## config.mk

```make
export PLATFORM = sky130hd
export DESIGN_NAME = analog_ladder_matrix_decoder
export DESIGN_NICKNAME = d
export VERILOG_FILES = /design/src/sv/aldm_pkg.sv /design/src/sv/aldm_select.sv /design/src/sv/aldm_cell.sv /design/src/sv/analog_ladder_matrix_decoder.sv
export SDC_FILE = /design/constraint.sdc
export NUM_CORES = 1
export LEC_CHECK = 0
export ABC_AREA = 1
export BUFFER_PORTS_ARGS = -buffer_cell sky130_fd_sc_hd__buf_2
export CELL_PAD_IN_SITES_DETAIL_PLACEMENT = 2
export CELL_PAD_IN_SITES_GLOBAL_PLACEMENT = 2
export CORE_MARGIN = 3
export CORE_UTILIZATION = 44
export CTS_BUF_LIST = sky130_fd_sc_hd__clkbuf_16
export DETAILED_ROUTE_END_ITERATION = 7
export PLACE_DENSITY = 0.95
export SLEW_MARGIN = 40
export SYNTH_ARGS = -nofsm -noshare
export SYNTH_HDL_FRONTEND = slang
export SYNTH_SLANG_ARGS = --single-unit
```

## constraint.sdc

```tcl
create_clock -name clock -period 8.7 [get_ports clock]
set_clock_uncertainty 0.05 [all_clocks]
set_input_delay 0.435 -clock clock [delete_from_list [all_inputs] [get_ports clock]]
set_output_delay 0.435 -clock clock [all_outputs]
set_load 0.02 [all_outputs]
```

## src/sv/aldm_pkg.sv

```systemverilog
// Package for the analog ladder matrix decoder.
// Holds the ladder level tables, the group layout and the record passed along the cell row.
// No dependencies.
package aldm_pkg;

   localparam int FIELD_CHANNELS = 4;
   localparam int MAX_GROUPS     = 2;
   localparam int SAMPLE_W       = 10;
   localparam int DIFF_W         = 12;
   localparam int MASTER_W       = 4;
   localparam int SLAVE_W        = 3;
   localparam int TABLE_LEVELS   = 10;

   localparam logic [SAMPLE_W-1:0] THRESHOLD_RESET = 10'd16;

   localparam logic [0:0] REG_NOISE_THRESHOLD = 1'b0;

   localparam logic [6:0] CH0_LEVELS [0:TABLE_LEVELS-1] =
      '{7'd118, 7'd116, 7'd114, 7'd112, 7'd111, 7'd109, 7'd107, 7'd106, 7'd99, 7'd93};
   localparam logic [6:0] HIGH_LEVELS [0:TABLE_LEVELS-1] =
      '{7'd117, 7'd115, 7'd113, 7'd111, 7'd109, 7'd107, 7'd106, 7'd104, 7'd97, 7'd91};
   localparam logic [6:0] LOW_LEVELS [0:TABLE_LEVELS-1] =
      '{7'd64, 7'd58, 7'd52, 7'd48, 7'd44, 7'd41, 7'd39, 7'd36, 7'd28, 7'd23};

   typedef struct packed {
      logic [SAMPLE_W-1:0] sample;
      logic [1:0]          chan;
      logic                found;
      logic                stopped;
      logic [DIFF_W-1:0]   prev;
      logic [MASTER_W-1:0] master;
      logic [SLAVE_W-1:0]  slave;
   } walk_type;

   function automatic logic [6:0] level_at(input logic [1:0] chan, input logic grp,
                                           input logic [3:0] lvl);
      logic [6:0] value;
      value = 7'd0;
      if (lvl < 4'(TABLE_LEVELS)) begin
         if (chan == 2'd0) begin
            value = grp ? 7'd0 : CH0_LEVELS[lvl];
         end else begin
            value = grp ? LOW_LEVELS[lvl] : HIGH_LEVELS[lvl];
         end
      end
      return value;
   endfunction

   function automatic logic [1:0] group_count(input logic [1:0] chan);
      return (chan == 2'd0) ? 2'd1 : 2'd2;
   endfunction

   function automatic logic [SLAVE_W-1:0] group_offset(input logic [1:0] chan);
      logic [SLAVE_W-1:0] offset;
      unique case (chan)
         2'd0: offset = 3'd0;
         2'd1: offset = 3'd1;
         2'd2: offset = 3'd3;
         2'd3: offset = 3'd5;
         default: offset = 3'd0;
      endcase
      return offset;
   endfunction

endpackage

```

## src/sv/aldm_select.sv

```systemverilog
// Front cell of the decoder row: picks the first channel above the noise threshold.
// Registers the chosen sample and channel for the walk cells.
// Depends on aldm_pkg.
module aldm_select #(
   parameter int NUM_CHANNELS = 4
) (
   input  logic                                                  clock,
   input  logic                                                  reset,
   input  logic                                                  in_valid,
   output logic                                                  in_ready,
   input  logic [aldm_pkg::FIELD_CHANNELS-1:0][aldm_pkg::SAMPLE_W-1:0] samples,
   input  logic [aldm_pkg::SAMPLE_W-1:0]                         threshold,
   output logic                                                  out_valid,
   output aldm_pkg::walk_type                                    out_data,
   input  logic                                                  out_ready
);

   localparam int NCH_EFF = (NUM_CHANNELS > aldm_pkg::FIELD_CHANNELS) ?
                            aldm_pkg::FIELD_CHANNELS : NUM_CHANNELS;

   aldm_pkg::walk_type data_ff, data_in;
   logic               valid_ff;

   always_comb begin
      data_in = '0;
      for (int i = aldm_pkg::FIELD_CHANNELS - 1; i >= 0; i--) begin
         if (i < NCH_EFF && samples[i] > threshold) begin
            data_in.found = 1'b1;
            data_in.chan  = 2'(i);
         end
      end
      data_in.sample = samples[data_in.chan];
   end

   assign in_ready  = !valid_ff || out_ready;
   assign out_valid = valid_ff;
   assign out_data  = data_ff;

   always_ff @(posedge clock) begin
      if (reset) begin
         valid_ff <= 1'b0;
      end else if (in_ready) begin
         valid_ff <= in_valid;
      end
   end

   always_ff @(posedge clock) begin
      if (in_ready && in_valid) begin
         data_ff <= data_in;
      end
   end

endmodule

```

## src/sv/aldm_cell.sv

```systemverilog
// Walk cell of the decoder row: checks one ladder level of one group against the sample.
// Each cell holds one registered walk record and hands it to its neighbor.
// Depends on aldm_pkg.
module aldm_cell #(
   parameter int GRP         = 0,
   parameter int LVL         = 0,
   parameter int LEVEL_SCALE = 8
) (
   input  logic               clock,
   input  logic               reset,
   input  logic               in_valid,
   input  aldm_pkg::walk_type in_data,
   output logic               in_ready,
   output logic               out_valid,
   output aldm_pkg::walk_type out_data,
   input  logic               out_ready
);

   localparam bit FIRST = (GRP == 0) && (LVL == 0);

   aldm_pkg::walk_type           data_ff, data_in;
   logic                         valid_ff;
   logic [aldm_pkg::DIFF_W-1:0]  level;
   logic [aldm_pkg::DIFF_W-1:0]  sample_ext;
   logic [aldm_pkg::DIFF_W-1:0]  diff;
   logic                         live;

   always_comb begin
      level = aldm_pkg::DIFF_W'(aldm_pkg::level_at(in_data.chan, 1'(GRP), 4'(LVL)))
              * aldm_pkg::DIFF_W'(LEVEL_SCALE);
      sample_ext = aldm_pkg::DIFF_W'(in_data.sample);
      diff = (level > sample_ext) ? (level - sample_ext) : (sample_ext - level);
      live = in_data.found && !in_data.stopped &&
             (2'(GRP) < aldm_pkg::group_count(in_data.chan));
      data_in = in_data;
      if (live) begin
         if (!FIRST && diff > in_data.prev) begin
            data_in.stopped = 1'b1;
         end else begin
            data_in.master = aldm_pkg::MASTER_W'(LVL + 1);
            data_in.slave  = aldm_pkg::group_offset(in_data.chan) +
                             aldm_pkg::SLAVE_W'(GRP + 1);
            data_in.prev   = diff;
         end
      end
   end

   assign in_ready  = !valid_ff || out_ready;
   assign out_valid = valid_ff;
   assign out_data  = data_ff;

   always_ff @(posedge clock) begin
      if (reset) begin
         valid_ff <= 1'b0;
      end else if (in_ready) begin
         valid_ff <= in_valid;
      end
   end

   always_ff @(posedge clock) begin
      if (in_ready && in_valid) begin
         data_ff <= data_in;
      end
   end

endmodule

```

## src/sv/analog_ladder_matrix_decoder.sv

```systemverilog
// Top level of the analog ladder matrix decoder: APB threshold register and the cell row.
// Instantiates aldm_select and one aldm_cell per ladder position; depends on aldm_pkg.
//
// Usage: each req transfer carries four 10-bit ADC samples, one per ladder channel. The
// first channel above the noise threshold is chosen and its level table is walked; the
// rsp transfer returns the 1-based master line and the slave line, both zero when no
// channel is above the threshold. Every req transfer yields exactly one rsp transfer, in
// order.
// Path: a result passes through the channel select cell and then through each walk cell
// of the row in order, each cell holding it in a register.
// Throughput: one transfer per cycle while rsp_stall is low; every cell of the row holds one item in flight.
// Stall: a stalled result holds on the rsp ports while the cells behind it keep moving
// into empty slots; req_stall rises only once every cell of the row is occupied.
// Reset empties the row and sets the noise threshold to 16. The threshold lies at byte
// address 0 of the APB port; the user writes it only while the block is idle (unchecked).
module analog_ladder_matrix_decoder #(
   parameter int NUM_CHANNELS     = 4,
   parameter int LEVELS_PER_GROUP = 10,
   parameter int LEVEL_SCALE      = 8
) (
   input  logic        clock,
   input  logic        reset,
   input  logic        req_valid,
   output logic        req_stall,
   input  logic [9:0]  req_sample_ch0,
   input  logic [9:0]  req_sample_ch1,
   input  logic [9:0]  req_sample_ch2,
   input  logic [9:0]  req_sample_ch3,
   output logic        rsp_valid,
   input  logic        rsp_stall,
   output logic [3:0]  rsp_master_line,
   output logic [2:0]  rsp_slave_line,
   input  logic        csr_psel,
   input  logic        csr_penable,
   input  logic        csr_pwrite,
   input  logic [2:0]  csr_paddr,
   input  logic [31:0] csr_pwdata,
   output logic [31:0] csr_prdata,
   output logic        csr_pready
);

   localparam int WALK_LEN   = aldm_pkg::MAX_GROUPS * LEVELS_PER_GROUP;
   localparam int NUM_STAGES = WALK_LEN + 1;

   logic [aldm_pkg::SAMPLE_W-1:0] threshold_ff;
   logic                          csr_write;
   logic [0:0]                    csr_index;

   logic [aldm_pkg::FIELD_CHANNELS-1:0][aldm_pkg::SAMPLE_W-1:0] samples;
   aldm_pkg::walk_type     stage_data  [0:WALK_LEN];
   logic [NUM_STAGES-1:0]  stage_valid;
   logic [NUM_STAGES:0]    stage_ready;

   assign csr_pready = 1'b1;
   assign csr_index  = csr_paddr[2];
   assign csr_write  = csr_psel && csr_penable && csr_pwrite && csr_pready;
   assign csr_prdata = (csr_index == aldm_pkg::REG_NOISE_THRESHOLD) ?
                       32'(threshold_ff) : 32'd0;

   always_ff @(posedge clock) begin
      if (reset) begin
         threshold_ff <= aldm_pkg::THRESHOLD_RESET;
      end else if (csr_write && csr_index == aldm_pkg::REG_NOISE_THRESHOLD) begin
         threshold_ff <= csr_pwdata[aldm_pkg::SAMPLE_W-1:0];
      end
   end

   assign samples = {req_sample_ch3, req_sample_ch2, req_sample_ch1, req_sample_ch0};

   aldm_select #(
      .NUM_CHANNELS(NUM_CHANNELS)
   ) u_select (
      .clock     (clock),
      .reset     (reset),
      .in_valid  (req_valid),
      .in_ready  (stage_ready[0]),
      .samples   (samples),
      .threshold (threshold_ff),
      .out_valid (stage_valid[0]),
      .out_data  (stage_data[0]),
      .out_ready (stage_ready[1])
   );

   for (genvar i = 0; i < WALK_LEN; i++) begin : g_cell
      aldm_cell #(
         .GRP         (i / LEVELS_PER_GROUP),
         .LVL         (i % LEVELS_PER_GROUP),
         .LEVEL_SCALE (LEVEL_SCALE)
      ) u_cell (
         .clock     (clock),
         .reset     (reset),
         .in_valid  (stage_valid[i]),
         .in_data   (stage_data[i]),
         .in_ready  (stage_ready[i+1]),
         .out_valid (stage_valid[i+1]),
         .out_data  (stage_data[i+1]),
         .out_ready (stage_ready[i+2])
      );
   end

   assign stage_ready[NUM_STAGES] = !rsp_stall;
   assign req_stall               = !stage_ready[0];
   assign rsp_valid               = stage_valid[NUM_STAGES-1];
   assign rsp_master_line         = stage_data[WALK_LEN].master;
   assign rsp_slave_line          = stage_data[WALK_LEN].slave;

`ifndef SYNTH
   a_stall_means_full: assert property (@(posedge clock) disable iff (reset)
      req_stall |-> (stage_valid == {NUM_STAGES{1'b1}}))
      else $error("Request stalled while the cell row has an empty slot.");

   a_idle_result_zero: assert property (@(posedge clock) disable iff (reset)
      rsp_valid && rsp_slave_line == 3'd0 |-> rsp_master_line == 4'd0)
      else $error("Result with no slave line carries a master line.");

   a_reset_empties_row: assert property (@(posedge clock)
      $past(reset) |-> (stage_valid == '0) && !rsp_valid)
      else $error("Cell row holds an item right after reset.");
`endif

endmodule
```

* Word level (Yosys, flattened, before mapping) *
Cells that the tools add are included.

storage, ports and cells
  register bits = 674
  output and inout port bits = 42

operators by class
  $add $sub $neg = 60
  bitwise operators = 1
  mux-type cells = 182
  reductions and logical operators = 145
  equal/unequal tests = 60
  order comparisons = 64

operators with widths
  kind                                                                         count
  19-bit two-way mux                                                           19
  20-bit two-way mux                                                           17
  10-bit by 10-bit subtractor with 11-bit output                               22
  12-bit two-way mux                                                           20
  3-bit one-hot mux with 4 select lines                                        20
  12-bit greater-than comparator                                               19
  10-bit greater-than comparator                                               15
  3-bit two-way mux                                                            46
  2-bit == test, second input constant                                         40
  10-bit by 9-bit subtractor with 11-bit output                                7
  9-bit by 10-bit subtractor with 11-bit output                                7
  9-bit by 10-bit greater-than comparator with 1-bit output                    7
  1-bit logical AND                                                            62
  2-bit two-way mux                                                            25
  6-bit two-way mux                                                            7
  1-bit zero test                                                              41
  2-bit by 1-bit == test with 1-bit output, second input constant              20
  2-bit zero test                                                              20
  1-bit by 2-bit less-than comparator with 1-bit output, first input constant  20
  3-bit by 1-bit adder with 3-bit output, second input constant                10
  3-bit by 2-bit adder with 3-bit output, second input constant                10
  10-bit by 8-bit subtractor with 11-bit output                                2
  8-bit by 10-bit subtractor with 11-bit output                                2
  1-bit logical OR                                                             21
  other kinds (9)                                                              33

* Logic depth before layout (Yosys ltp) *
  depth in word-level cells = 23
  mapped depth = 27

* Cells and area by module *
A second synthesis with hierarchy kept.

unflattened totals
  cell total of the unflattened synthesis = 5902
  area total of the unflattened synthesis = 48108.6 µm²

by module, submodules not included
  module                          area each (µm²)  cells each  times used
  aldm_cell at g_cell[11].u_cell  2506.2           314         1
  aldm_cell at g_cell[3].u_cell   2458.6           305         1
  aldm_cell at g_cell[15].u_cell  2413.6           305         1
  aldm_cell at g_cell[19].u_cell  2361.0           288         1
  aldm_cell at g_cell[9].u_cell   2336.0           290         1
  aldm_cell at g_cell[16].u_cell  2322.2           284         1
  aldm_cell at g_cell[14].u_cell  2309.7           279         1
  aldm_cell at g_cell[1].u_cell   2306.0           273         1
  aldm_cell at g_cell[12].u_cell  2292.2           283         1
  aldm_cell at g_cell[17].u_cell  2290.9           270         1
  aldm_cell at g_cell[5].u_cell   2284.7           280         1
  aldm_cell at g_cell[2].u_cell   2247.2           271         1
  aldm_cell at g_cell[8].u_cell   2242.2           264         1
  aldm_cell at g_cell[18].u_cell  2230.9           262         1
  +8 rows                         -                -           -

* Worst setup path after synthesis *
OpenSTA, ideal clock, no wires.

  path type = flip-flop to flip-flop
  start point = reg g_cell[4].u_cell.data_ff (netlist bit g_cell[4].u_cell.out_data[22])
  end point = reg g_cell[5].u_cell.data_ff (netlist bit g_cell[5].u_cell.out_data[11]) (data pin)
  stages on the path, launching flop included = 27
  clock period less this slack = 4.104 ns
  arrival = 3.794 ns
  library setup time = 0.260 ns
  slack = 4.596 ns
  cell sequence = edfxtp_1 -> nor2_1 -> inv_1 -> ha_1 -> ha_1 -> nand3_1 -> o21ai_1 -> nand2_1 -> nand2_1 -> a21oi_1 -> nand2_1 -> nand2_1 -> buf_2 -> a31oi_1 -> xor2_1 -> inv_1 -> ha_1 -> nand2_1 -> inv_1 -> a221o_1 -> a21oi_1 -> o211ai_1 -> nand2_1 -> nand2_1 -> inv_1 -> buf_2 -> o21ai_0

RTL lines
  element                   RTL line         RTL
  start: declaration        aldm_cell.sv:21  aldm_pkg::walk_type data_ff, data_in;
  start signal: assignment  aldm_cell.sv:62  data_ff <= data_in;
  end signal: assignment    aldm_cell.sv:62
  end: declaration          aldm_cell.sv:21

==> reports/summary.txt <==
Layout Nets - 4,733
Leading area contributor after synthesis - edfxtp_1
Synth cell types - 71
Unrepaired setup endpoints after global routing - false
First-pass GRT wire length - 282,000 microns
Syn Area/Cell - 9.35 sq um
Die area - 92,000 sq um
Fmax - 130 MHz
DRT iter0 DRCs - 3,495
Later-pin clock latency in the skew report - 690 ps
Max cap viols - 0
Initial Util - 44.6%
Clk slew on worst S/H paths - 70 ps
Final Hold Vio Count - 0
CP max FO - 17
Clock share of power - 46.5%
I/O Buffers - 76
HPWL after DPL - 117,000 microns
H-tree depth - 3
Commonest non-fill, non-tap cell in the layout - inv_1
Initial antenna violation count - 17
Sink Count - 647
Outcome - completed
Core area - 87,200 sq um
Yosys reg bits - 647
Worst-Margin Slew - 997 ps
GRT Total Usage - 42.3%
Vias per std cell - 6.43
Vias post-DR - 35,300
Post-synthesis sequential area ratio - 49.2%
PostCTS Resize Cnt - 0
Yosys top cell area share - 47.6%
DIE HEIGHT - 303 microns
Row count - 108
Longest Clk Path Bufs - 3
Post-synth ARST share - 0%
Grt total ovfl - 0
CP bufs+invs - 4
Crit path launch type - flip-flop
Final Util - 49.3%
Gpl congestion - 0.841
Ports - 124
Pwr per Cell Area - 169 nW/um^2
Synthesized instance count - 4,158
Final setup viols - 0
Root buf cell - clkbuf_16
Critical Path Max Stage Delay - 690 ps
Worst slew margin - 32.8%
Int Power - 5.30 mW
Die W - 303 microns
Synth-to-Final Area Change - 10.5%
Synth top area cells - edfxtp_1, ha_1, inv_1, nand2_1, o21ai_0
Critical Path, Cell by Cell - nor2_1, inv_1, ha_1, nand4_1, o21ai_1, nand3_1, nand2_1, a21oi_1, nor2_2, inv_1, nand2_1, nand2_1, xor2_1, inv_1, ha_1, nand2_1, nor3_1, nand4_1, a21oi_1, inv_1, o21ai_0
Final Max Slew Viols - 0
Post-synth EDFFs - 616
DRC - 0
Wire per inst - 35.7 microns
Post-layout min period - 7700 ps
TritonRoute pass-1 iters - 6
Net Sw Frac - 27.1%
WP data arrival - 8040 ps
Fill count - 9,103
CTS Buf Count - 76
Slowest cell on the critical path - nor2_1
Setup Crit Path Kind - reg2reg
Most frequent cells in the layout - inv_1, nand2_1, edfxtp_1
Vias in the first global route - 40,600
Psw - 1.97 mW
CP delay by family, top - simple AND/OR/NAND/NOR gates
Leakage - 19.3 nW
Hold crit path type - in2reg
Post-Syn Area - 38,900 sq um
Final critical-path share of the clock period - 88.5%
CTS tree - done
Logic pwr share - 6.1%
Flop pwr share - 47.5%
CP Capture Type - flip-flop
CP required - 9040 ps
Largest net degree at the start of global routing - 33
Tot Pwr - 7.26 mW
DRT antenna net count - 0
Yosys Warn Count - 0
Layout cell share with drive strength beyond 1 - 7.77%
Highest ir drop seen on vdd - 0.164 mV
Main synth FF type - edfxtp_1
Fin Setup TNS - 0 ps
Routed WL - 196,000 microns
## cell type report
class | count | area (sq um) | share of cell area [%]
sequential | 647 | 19100 | 44.5
multi-input combinational | 2622 | 16400 | 38.2
inverter | 825 | 3100 | 7.21
clock buffer | 77 | 1930 | 4.48
tap | 1155 | 1450 | 3.36
timing repair buffer | 92 | 519 | 1.21
clock inverter | 62 | 430 | 1.00
antenna | 14 | 35.0 | 0.0815
## timing repair
action / in CTS / in global routing
setup endpoints to repair: 0 / 0
hold buffers: 2 / 0
buffers inserted: 0 / 0
endpoints found under the hold margin: 2 / 0
## path summary, 6_finish.rpt
path	end	slack [ps]	cells past startpoint	startpoint
worst max-delay path	g_cell[16].u_cell.out_data[7]$_DFFE_PP_	1000	21	g_cell[15].u_cell.out_data[22]$_DFFE_PP_
worst min-delay path	threshold_ff[9]$_SDFFE_PP0P_	40	3	csr_pwdata[9]
worst max register to register	g_cell[16].u_cell.out_data[7]$_DFFE_PP_	1000	21	g_cell[15].u_cell.out_data[22]$_DFFE_PP_
worst min register to register	g_cell[13].u_cell.out_data[25]$_DFFE_PP_	420	0	g_cell[12].u_cell.out_data[25]$_DFFE_PP_
## flip-flops by register name, indices dropped and copies added (netlist names)
signal                   flops
u_select.out_valid           1
g_cell.u_cell.out_valid     20
u_select.out_data           13
g_cell.u_cell.out_data     603
threshold_ff                10
## Yosys cell counts (7+ instances only)
master       n
inv_1      808
nand2_1    711
edfxtp_1   616
ha_1       374
o21ai_0    334
nor2_1     267
a21oi_1    201
nand3_1    139
xor2_1     131
o21ai_1     57
or2_2       49
nor3_1      42
clkbuf_1    38
dfxtp_1     31
nand4_1     29
buf_4       27
o211ai_1    25
nand3b_1    23
a31oi_1     20
buf_2       18
inv_2       16
o21a_1      16
o21bai_1    15
xnor2_1     15
fa_1        13
nand2_2     10
o2111ai_1    9
o31ai_1      9
mux2i_1      8
o221ai_1     8
o22a_1       8
o22ai_1      7
## worst min-delay path, cell delays in order
cell and delay, ps:
buf_2 80, o21ai_0 90, a21oi_1 120
## routing by layer
metal	vias up	GRT usage, %	wire [microns]
met1	17600	39.4	62500
met5	-	0	14
li1	14100	-	-
met2	2271	74.3	97400
met4	2	41.3	23800
met3	1349	10.8	12400
## power by group through the flow
stage,Combinational [mW],Clock [mW],Sequential (mW)
floorplan,0.246,0,3.49
global placement,0.317,0,3.51
detailed placement,0.374,0,3.51
CTS,0.421,3.35,3.45
global route,0.464,3.45,3.45
finish,0.440,3.37,3.45
## kinds of logic after synthesis
kind of cell	after synthesis	share of synthesized area (%)
buffers and inverters	910	9.10
muxes	8	0.206
DFF	647	49.2
xor gates and xnor gates	146	3.29
and+or+nand+nor	1306	14.6
adders and majority gates	387	12.7
other	2	0.0193
AOI/OAI and AO/OA	752	10.9
## per-stage QoR
step	std cells	worst slack, ps	cell area (sq um)	hold WS (ps)
finish	5494	999	43000	42.6
global route	5481	925	42900	56.9
CTS	5479	1410	42900	19.0
detailed placement	5338	1960	40500	397
global placement	5337	3200	40500	384
floorplan	4179	4600	39000	371
No activity file was read; power rests on OpenSTA's default activity.
